### src/sv/circle_masked_intensity_argmin_assert.svh
// Assertion macros used by the darkest-circle selection RTL.
`ifndef CIRCLE_MASKED_INTENSITY_ARGMIN_ASSERT_SVH
`define CIRCLE_MASKED_INTENSITY_ARGMIN_ASSERT_SVH

// Same-cycle implication, disabled while reset is held.
`define CMIA_ASSERT_NOW(name, clk, rst_n, ante, cons, msg) \
    name: assert property (@(posedge clk) disable iff (!(rst_n)) (ante) |-> (cons)) \
        else $error(msg);

// Next-cycle implication, disabled while reset is held.
`define CMIA_ASSERT_NEXT(name, clk, rst_n, ante, cons, msg) \
    name: assert property (@(posedge clk) disable iff (!(rst_n)) (ante) |=> (cons)) \
        else $error(msg);

`endif

### src/sv/cmia_pkg.sv
// Package with constants, field widths and state type of the darkest-circle selector.
package cmia_pkg;

    localparam int MAX_CIRCLES_DEF = 16;
    localparam int MAX_SIDE_DEF    = 1024;

    localparam int COORD_W  = 10;
    localparam int PIX_W    = 8;
    localparam int CFG_W    = 11;
    localparam int SUM_W    = 28;
    localparam int OSUM_W   = 24;
    localparam int OIDX_W   = 4;

    localparam logic [CFG_W-1:0] WIDTH_RESET = CFG_W'(64);
    localparam logic [SUM_W-1:0] SUM_LIMIT   = SUM_W'(9999999);

    localparam int S_TDATA_W = 40;
    localparam int M_TDATA_W = 64;

    // Operation codes carried in tuser on the input side
    localparam logic OP_LOAD  = 1'b0;
    localparam logic OP_PIXEL = 1'b1;

    typedef enum logic [2:0] {
        S_IDLE,
        S_READ,
        S_SQ_DX,
        S_SQ_DY,
        S_SQ_R,
        S_FINISH
    } t_state;

    typedef enum logic [1:0] {
        MUL_DX,
        MUL_DY,
        MUL_R
    } t_mul_sel;

endpackage

### src/sv/circle_masked_intensity_argmin.sv
// Darkest-circle selector: masked intensity sums per loaded circle, argmin on last pixel.
//
// Load up to MAX_CIRCLES candidate circles (tuser = 0), then stream the grey
// pixels of one image in raster order (tuser = 1, tlast on the final pixel).
// The block tracks column and row itself, wrapping the column at the
// configured image width (0 acts as 1, values above MAX_SIDE act as
// MAX_SIDE) and the row after MAX_SIDE rows. A pixel is added to the
// 28-bit saturating sum of every circle whose squared center distance is
// strictly below its squared radius. On the last pixel one result is sent:
// the circle with the smallest sum below 9999999, lower load index on ties,
// with found = 0 and all-zero fields when no circle qualifies; then the
// circle count and the pixel position are cleared (each circle's sum is
// zeroed when it is loaded). Loads beyond capacity are dropped. A pixel is
// accepted, then goes through one table read and three squarings (dx, dy,
// radius) per loaded circle in one shared squaring unit, then finish.
// The last pixel also waits in its finish state while an earlier
// result still sits unclaimed in the output register. The block accepts one
// item at a time; tready is low while a pixel is being worked on. Write the
// image width only while the block is idle.
`include "circle_masked_intensity_argmin_assert.svh"

module circle_masked_intensity_argmin
    import cmia_pkg::*;
#(
    parameter int MAX_CIRCLES = MAX_CIRCLES_DEF,
    parameter int MAX_SIDE    = MAX_SIDE_DEF
) (
    input  logic                 i_clk,
    input  logic                 i_rst_n,
    // configuration: image width
    input  logic                 i_cfg_we,
    input  logic [CFG_W-1:0]     i_cfg_wdata,
    // input stream
    input  logic                 i_s_axis_tvalid,
    output logic                 o_s_axis_tready,
    // tdata, low to high: circle_x[9:0], circle_y[19:10], circle_radius[29:20],
    //   pixel_value[37:30], zero fill[39:38]
    input  logic [S_TDATA_W-1:0] i_s_axis_tdata,
    // tuser: operation (0 load circle, 1 pixel)
    input  logic                 i_s_axis_tuser,
    // tlast: last_pixel
    input  logic                 i_s_axis_tlast,
    // result stream
    output logic                 o_m_axis_tvalid,
    input  logic                 i_m_axis_tready,
    // tdata, low to high: best_index[3:0], best_x[13:4], best_y[23:14],
    //   best_radius[33:24], best_sum[57:34], zero fill[63:58]
    output logic [M_TDATA_W-1:0] o_m_axis_tdata,
    // tuser: found
    output logic                 o_m_axis_tuser
);

    localparam int IW  = (MAX_CIRCLES > 1) ? $clog2(MAX_CIRCLES) : 1;
    localparam int CNW = $clog2(MAX_CIRCLES + 1);
    localparam int CW  = $clog2(MAX_SIDE);
    localparam int WW  = (CW + 1 > CFG_W) ? CW + 1 : CFG_W;
    localparam int DW  = (CW > COORD_W) ? CW : COORD_W;
    localparam int SQW = 2 * DW;
    localparam int AW  = SQW + 1;

    // ---- state and control registers ----
    t_state            r_state, n_state;
    logic [CFG_W-1:0]  r_width;
    logic [CNW-1:0]    r_count;
    logic [IW-1:0]     r_idx;
    logic [CW-1:0]     r_col;
    logic [CW-1:0]     r_row;
    logic              r_out_valid;
    logic              r_found;

    // ---- payload registers ----
    logic [PIX_W-1:0]   r_pix;
    logic               r_last;
    logic [AW-1:0]      r_acc;
    logic [SUM_W-1:0]   r_best_sum;
    logic [IW-1:0]      r_best_idx;
    logic [COORD_W-1:0] r_best_x, r_best_y, r_best_r;
    logic [M_TDATA_W-1:0] r_out_data;
    logic               r_out_found;

    // ---- circle tables and sums ----
    logic [COORD_W-1:0] mem_x [MAX_CIRCLES];
    logic [COORD_W-1:0] mem_y [MAX_CIRCLES];
    logic [COORD_W-1:0] mem_r [MAX_CIRCLES];
    logic [SUM_W-1:0]   mem_sum [MAX_CIRCLES];
    logic [COORD_W-1:0] r_rd_x, r_rd_y, r_rd_r;
    logic [SUM_W-1:0]   r_rd_sum;

    // ---- decoded controls ----
    logic     s_ready;
    logic     in_xfer;
    logic     is_load;
    logic     table_full;
    logic     load_we;
    logic     sum_we;
    logic     fin_go;
    logic     last_circle;
    t_mul_sel mul_sel;

    // ---- datapath nets ----
    logic [DW-1:0]    col_ext, row_ext, x_ext, y_ext;
    logic [DW-1:0]    mul_a;
    logic [SQW-1:0]   sq;
    logic             inside_hit;
    logic [SUM_W:0]   sum_add;
    logic [SUM_W-1:0] sum_sat, new_sum;
    logic [WW-1:0]    width_eff, col_next;
    logic [CW:0]      row_next;
    logic [SUM_W-1:0] res_sum;

    assign in_xfer     = i_s_axis_tvalid & s_ready;
    assign is_load     = (i_s_axis_tuser == OP_LOAD);
    assign table_full  = (r_count == CNW'(MAX_CIRCLES));
    assign load_we     = in_xfer & is_load & ~table_full;
    assign last_circle = ((CNW'(r_idx) + CNW'(1)) == r_count);

    // ---- next-state logic ----
    always_comb begin
        n_state = r_state;
        unique case (r_state)
            S_IDLE: begin
                if (in_xfer && !is_load) begin
                    n_state = (r_count == '0) ? S_FINISH : S_READ;
                end
            end
            S_READ:  n_state = S_SQ_DX;
            S_SQ_DX: n_state = S_SQ_DY;
            S_SQ_DY: n_state = S_SQ_R;
            S_SQ_R:  n_state = last_circle ? S_FINISH : S_READ;
            S_FINISH: begin
                if (fin_go) begin
                    n_state = S_IDLE;
                end
            end
            default: n_state = S_IDLE;
        endcase
    end

    // ---- output decode of the sequencer ----
    always_comb begin
        s_ready = 1'b0;
        sum_we  = 1'b0;
        fin_go  = 1'b0;
        mul_sel = MUL_DX;
        unique case (r_state)
            S_IDLE:  s_ready = 1'b1;
            S_READ:  mul_sel = MUL_DX;
            S_SQ_DX: mul_sel = MUL_DX;
            S_SQ_DY: mul_sel = MUL_DY;
            S_SQ_R: begin
                mul_sel = MUL_R;
                sum_we  = 1'b1;
            end
            // hold the last pixel while the previous result is unclaimed
            S_FINISH: fin_go = ~(r_last & r_out_valid & ~i_m_axis_tready);
            default: ;
        endcase
    end

    // ---- shared squaring unit ----
    assign col_ext = DW'(r_col);
    assign row_ext = DW'(r_row);
    assign x_ext   = DW'(r_rd_x);
    assign y_ext   = DW'(r_rd_y);

    always_comb begin
        unique case (mul_sel)
            MUL_DX:  mul_a = (col_ext >= x_ext) ? (col_ext - x_ext) : (x_ext - col_ext);
            MUL_DY:  mul_a = (row_ext >= y_ext) ? (row_ext - y_ext) : (y_ext - row_ext);
            MUL_R:   mul_a = DW'(r_rd_r);
            default: mul_a = '0;
        endcase
    end

    assign sq = mul_a * mul_a;

    // strictly inside: dx^2 + dy^2 < r^2
    assign inside_hit = (r_acc < {1'b0, sq});
    assign sum_add    = {1'b0, r_rd_sum} + (SUM_W + 1)'(r_pix);
    assign sum_sat    = sum_add[SUM_W] ? {SUM_W{1'b1}} : sum_add[SUM_W-1:0];
    assign new_sum    = inside_hit ? sum_sat : r_rd_sum;

    // ---- pixel position ----
    always_comb begin
        if (r_width == '0) begin
            width_eff = WW'(1);
        end else if (WW'(r_width) > WW'(MAX_SIDE)) begin
            width_eff = WW'(MAX_SIDE);
        end else begin
            width_eff = WW'(r_width);
        end
    end

    assign col_next = WW'(r_col) + WW'(1);
    assign row_next = {1'b0, r_row} + (CW + 1)'(1);

    // ---- memories: one write port, registered read at the sequencer index ----
    always_ff @(posedge i_clk) begin
        if (load_we) begin
            mem_x[r_count[IW-1:0]] <= i_s_axis_tdata[COORD_W-1:0];
            mem_y[r_count[IW-1:0]] <= i_s_axis_tdata[2*COORD_W-1:COORD_W];
            mem_r[r_count[IW-1:0]] <= i_s_axis_tdata[3*COORD_W-1:2*COORD_W];
        end
        r_rd_x <= mem_x[r_idx];
        r_rd_y <= mem_y[r_idx];
        r_rd_r <= mem_r[r_idx];
    end

    always_ff @(posedge i_clk) begin
        if (load_we) begin
            mem_sum[r_count[IW-1:0]] <= '0;
        end else if (sum_we) begin
            mem_sum[r_idx] <= new_sum;
        end
        r_rd_sum <= mem_sum[r_idx];
    end

    // ---- control registers ----
    always_ff @(posedge i_clk) begin
        if (!i_rst_n) begin
            r_state     <= S_IDLE;
            r_width     <= WIDTH_RESET;
            r_count     <= '0;
            r_idx       <= '0;
            r_col       <= '0;
            r_row       <= '0;
            r_out_valid <= 1'b0;
            r_found     <= 1'b0;
        end else begin
            r_state <= n_state;
            if (i_cfg_we) begin
                r_width <= i_cfg_wdata;
            end
            if (load_we) begin
                r_count <= r_count + CNW'(1);
            end
            if (in_xfer && !is_load) begin
                r_idx   <= '0;
                r_found <= 1'b0;
            end else if (sum_we) begin
                // advance to the next circle; the final increment is dropped
                if (!last_circle) begin
                    r_idx <= r_idx + IW'(1);
                end
                if (r_last && new_sum < r_best_sum) begin
                    r_found <= 1'b1;
                end
            end
            if (fin_go) begin
                if (r_last) begin
                    r_count <= '0;
                    r_col   <= '0;
                    r_row   <= '0;
                end else if (col_next >= width_eff) begin
                    r_col <= '0;
                    r_row <= (row_next >= (CW + 1)'(MAX_SIDE)) ? '0 : row_next[CW-1:0];
                end else begin
                    r_col <= col_next[CW-1:0];
                end
            end
            if (fin_go && r_last) begin
                r_out_valid <= 1'b1;
            end else if (i_m_axis_tready) begin
                r_out_valid <= 1'b0;
            end
        end
    end

    // ---- payload registers ----
    assign res_sum = r_found ? r_best_sum : '0;

    always_ff @(posedge i_clk) begin
        if (in_xfer && !is_load) begin
            r_pix      <= i_s_axis_tdata[3*COORD_W+PIX_W-1:3*COORD_W];
            r_last     <= i_s_axis_tlast;
            r_best_sum <= SUM_LIMIT;
        end
        unique case (mul_sel)
            MUL_DX:  r_acc <= AW'(sq);
            MUL_DY:  r_acc <= r_acc + AW'(sq);
            MUL_R:   r_acc <= r_acc;
            default: r_acc <= r_acc;
        endcase
        // keep the running minimum; strict compare lets the lower index win ties
        if (sum_we && r_last && new_sum < r_best_sum) begin
            r_best_sum <= new_sum;
            r_best_idx <= r_idx;
            r_best_x   <= r_rd_x;
            r_best_y   <= r_rd_y;
            r_best_r   <= r_rd_r;
        end
        if (fin_go && r_last) begin
            r_out_found <= r_found;
            if (r_found) begin
                r_out_data <= {{(M_TDATA_W - OSUM_W - 3*COORD_W - OIDX_W){1'b0}},
                               res_sum[OSUM_W-1:0], r_best_r, r_best_y, r_best_x,
                               OIDX_W'(r_best_idx)};
            end else begin
                r_out_data <= '0;
            end
        end
    end

    assign o_s_axis_tready = s_ready;
    assign o_m_axis_tvalid = r_out_valid;
    assign o_m_axis_tdata  = r_out_data;
    assign o_m_axis_tuser  = r_out_found;

    // ---- assertions ----
    `CMIA_ASSERT_NOW(a_count_in_range, i_clk, i_rst_n, 1'b1,
        r_count <= CNW'(MAX_CIRCLES), "circle count beyond table capacity")
    `CMIA_ASSERT_NOW(a_idx_below_count, i_clk, i_rst_n,
        r_state == S_READ || r_state == S_SQ_DX || r_state == S_SQ_DY || r_state == S_SQ_R,
        CNW'(r_idx) < r_count, "sequencer index past loaded circles")
    `CMIA_ASSERT_NOW(a_best_below_limit, i_clk, i_rst_n, r_found,
        r_best_sum < SUM_LIMIT, "found set with sum not below limit")
    `CMIA_ASSERT_NEXT(a_clear_after_last, i_clk, i_rst_n, fin_go && r_last,
        r_count == '0 && r_col == '0 && r_row == '0 && r_out_valid,
        "image state not cleared after last pixel")
    `CMIA_ASSERT_NOW(a_col_in_range, i_clk, i_rst_n, 1'b1,
        WW'(r_col) < width_eff || r_col == '0, "column counter beyond image width")

endmodule
### config.mk
export PLATFORM = sky130hd
export DESIGN_NAME = circle_masked_intensity_argmin
export DESIGN_NICKNAME = d
export VERILOG_FILES = /design/src/sv/cmia_pkg.sv /design/src/sv/circle_masked_intensity_argmin.sv
export VERILOG_INCLUDE_DIRS = /design/src /design/src/sv
export SDC_FILE = /design/constraint.sdc
export NUM_CORES = 2
export LEC_CHECK = 0
export ABC_AREA = 1
export BUFFER_PORTS_ARGS = -buffer_cell sky130_fd_sc_hd__buf_4
export CORE_ASPECT_RATIO = 1.1
export CORE_UTILIZATION = 59
export DETAILED_ROUTE_END_ITERATION = 7
export PLACE_DENSITY = 0.73
export SYNTH_ARGS = -nofsm -noshare
export SYNTH_HDL_FRONTEND = slang
export SYNTH_SLANG_ARGS = --single-unit
export TNS_END_PERCENT = 100
### constraint.sdc
create_clock -name i_clk -period 12.94 [get_ports i_clk]
set_clock_uncertainty 0.15 [all_clocks]
set_input_delay 1.294 -clock i_clk [delete_from_list [all_inputs] [get_ports i_clk]]
set_output_delay 1.294 -clock i_clk [all_outputs]
set_load 0.02 [all_outputs]
==> results by stage <==
Final layout:
- From synthesis to final layout, the design area changed by 11.8%.
- At the end of the flow the core is filled with cells to 66.9%.
- The final layout contains 4926 nets.
- The share of post-route cells with drive strength above 1 is 10.6%.

Routing:
- The detailed router finished its first iteration with 3632 violations.
- Dividing the detail-routed wire length by the instance count gives 21.6 um.
- The number of iterations in the first detailed-routing pass is 6.
- The total via count in the routed design is 35270.
- The total detailed-routing wirelength is about 130 mm.
- The post-detailed-route via-to-cell ratio is 5.98.
- The remaining design rule violation count is 0.
- In this run the remaining antenna-violating nets after routing total 0.

STA:
- The number of max-slew violations in the final report came to 0.
- The upper clock frequency limit is 82.9 MHz.
- The post-layout minimum cycle time is 12060 ps.
- Setup violations remaining at the end of the flow were counted as 0.
- The number of hold violations in the final report is 0.
- The ratio of final minimum period to clock period is 93.2%.
- The worst slew margin relative to its limit is approximately 29%.
- At the pin with the least slew margin, the transition time is 1060 ps.

Floorplanning:
- The die is 287 um wide.
- From bottom edge to top edge, the die measures 315 um.
- The overall die area is between 90000 and 100000 um2.
- The region available for standard cell placement spans 88100 um2.
- The I/O pin count is 125.
- The count of standard-cell rows is around 110.
- The initial cell density of the core is 59.8%.

Clock tree:
- The sink count of the clock tree is 1182.
- Clock-pin slew was measured on the worst setup and hold paths at 60 ps.
- In this run, post-CTS hold repair placed 0 buffers.
- The clock tree from TritonCTS is yes.
- Buffers inserted during clock tree synthesis total ~110.
- The clock root buffer master is clkbuf_16.
- The clock network latency to the later pin of the worst-skew pair is around 700 ps.
- The clock tree synthesis step divided the H-tree into 3 levels.
- The number of buffers between clock root and the deepest sink is 3.

Synthesis:
- The number of synthesized flops with an enable pin is 1079.
- The async set-or-reset flop fraction in the synthesized netlist is 0%.
- The post-synthesis area per instance is 11.6 um2.
- In this run, synthesis produced a sequential element count of 1182.
- The cell count after synthesis came out at 4549.
- The number of unique standard cell types used by synthesis is 54.
- The synthesized area is roughly 53000 um2.
- The top flip-flop cell by instance count after synthesis is edfxtp_1.
- For this run, the number of Yosys warnings is 0.
- Of the synthesized area, sequential elements account for roughly 65%.

Setup path:
- The most numerous cell type found on the critical path is inv_1.
- For this run, the slowest stage of the critical path takes 530 ps.
- The kind of start point of the critical path is a flip-flop.
- Among all stages on the critical path, the largest delay is contributed by fa_1.
- Along the worst path, the maximum fanout reaches 15.
- The critical setup path kind is reg2reg.
- Data arrives at the worst endpoint at 12340 ps.
- The endpoint kind of the worst setup timing path is a flip-flop.
- Data on the critical path is required at its endpoint by approximately 13000 ps.

GRT:
- The total overflow left after global routing is 0.
- The first-pass GRT wire length is 194 mm.
- The initial antenna violation count is 9.
- The via count of the first global-routing pass is 33980.
- Global routing consumed, over all layers together, about 28% of the routing resources.
- The largest net degree at the start of global routing is 232.

Placement:
- The placed wire-length estimate after detailed placement is roughly 73 mm.
- The last weighted congestion value of the routability-driven placer is 0.932.
- Port buffering added 116 buffers.

Hold path:
- In this run the worst hold path is classified as reg2reg.

Outcome:
- The run finished with clean final reports.

Job:
- Max-cap violations in this run came to 0.
## layout make-up
| class | instances | area [um2] |
|---|---|---|
| fill | 6445 | 29200 |
| multi-input combinational | 2719 | 16000 |
| timing repair buffer | 209 | 1640 |
| antenna | 2 | 5.00 |
| clock inverter | 51 | 552 |
| sequential | 1182 | 34500 |
| clock buffer | 159 | 3200 |
| inverter | 418 | 1590 |
| tap | 1160 | 1450 |
## worst paths after layout
kind	endpoint	slack, ps	cells after the start	from
worst max-delay path	r_best_sum[2]	880	66	r_row[5]
worst min register to register	r_best_r[4]	320	0	r_rd_r[4]
worst min-delay path	r_best_r[4]	320	0	r_rd_r[4]
worst max register to register	r_best_sum[2]	880	66	r_row[5]
## state kept, by name (all words and copies together), names as in the netlist, 11 cells and up
register        cells
r_acc              21
mem_sum           448
r_rd_sum           28
o_m_axis_tdata     58
r_best_sum         28
r_width            11
mem_y             160
mem_r             160
mem_x             160
## worst max-delay path, delay by kind of cell, from the launching register on
family                     cells  cell delay (ps)
AOI/OAI and AO/OA             17             2740
xor gates and xnor gates       1              260
adders and majority gates      9             3820
buffers and inverters         17             1610
DFF                            1              380
and+or+nand+nor               22             2790
## Yosys cell counts (all sizes together) (2+ instances only)
master / number / area share [%]
or2: 7 / 0.083
clkinv: 5 / 0.036
ha: 174 / 4.1
o21a: 7 / 0.10
o221ai: 170 / 2.8
a221oi: 3 / 0.050
nand3b: 3 / 0.043
buf: 31 / 0.36
nand2: 472 / 3.5
nor4: 6 / 0.071
o21bai: 7 / 0.10
xor2: 38 / 0.63
and2: 3 / 0.036
fa: 52 / 2.0
nor2: 691 / 5.0
nand3: 132 / 1.3
o21ai: 569 / 5.4
o31ai: 3 / 0.043
nor3: 43 / 0.44
nand4: 24 / 0.31
a211oi: 7 / 0.10
edfxtp: 1079 / 61
o211ai: 65 / 0.93
clkbuf: 204 / 1.5
xnor2: 16 / 0.27
a21oi: 128 / 1.2
a31oi: 10 / 0.12
dfxtp: 103 / 3.9
a21boi: 2 / 0.028
o22ai: 72 / 0.85
inv: 413 / 3.0
a21o: 3 / 0.043
a2111oi: 2 / 0.033
## per-layer routing
metal	vias to the layer above	GRT usage (%)	routed length [um]	share of wire, %
met1	17022	38.6	51300	40
met4	6	9.02	3420	2.7
met3	262	4.98	12000	9.4
met5	-	0	66	0.052
li1	16410	-	-	-
met2	1570	46.1	60600	48
## per-stage QoR
step / setup TNS, ps / instances / setup WS, ps / instance area [um2] / hold slack, ps
floorplan: 0 / 4554 / 1280 / 52700 / 256
detailed placement: 0 / 5684 / 583 / 55100 / 289
CTS: 0 / 5894 / 470 / 58800 / 310
global placement: 0 / 5684 / 782 / 55100 / 266
finish: 0 / 5900 / 876 / 58900 / 318
global route: -1640 / 5900 / -58.0 / 58900 / 325
## placed cells by master, fill, tap and decap left out, drive strengths merged, types with 132 or more instances in the layout
cell	synthesis	routed
edfxtp	1079	1079
nor2	691	691
o21ai	569	569
nand2	472	472
inv	413	417
buf	31	209
ha	174	174
o221ai	170	170
clkbuf	204	159
nand3	132	132
## cell families (layout without fill, tap and decap cells)
logic type / after synthesis / count (layout) / synth area share, %
and+or+nand+nor: 1381 / 1381 / 10.9
AOI/OAI and AO/OA: 1052 / 1052 / 11.9
xor gates and xnor gates: 54 / 54 / 0.898
other: 1 / 8 / 0.00712
adders and majority gates: 226 / 226 / 6.11
DFF: 1182 / 1182 / 65.4
buffers and inverters: 653 / 837 / 4.81
## repair_timing
item | in CTS | in global routing
buffers inserted | 0 | 4
gates resized for setup | 0 | 17
endpoints found under the hold margin | 0 | 0
endpoints found under the setup margin | 0 | 91
Power is left out: the tool's default activity adds up to more than one toggle a clock period on the data nets, which glitch-free logic cannot reach.
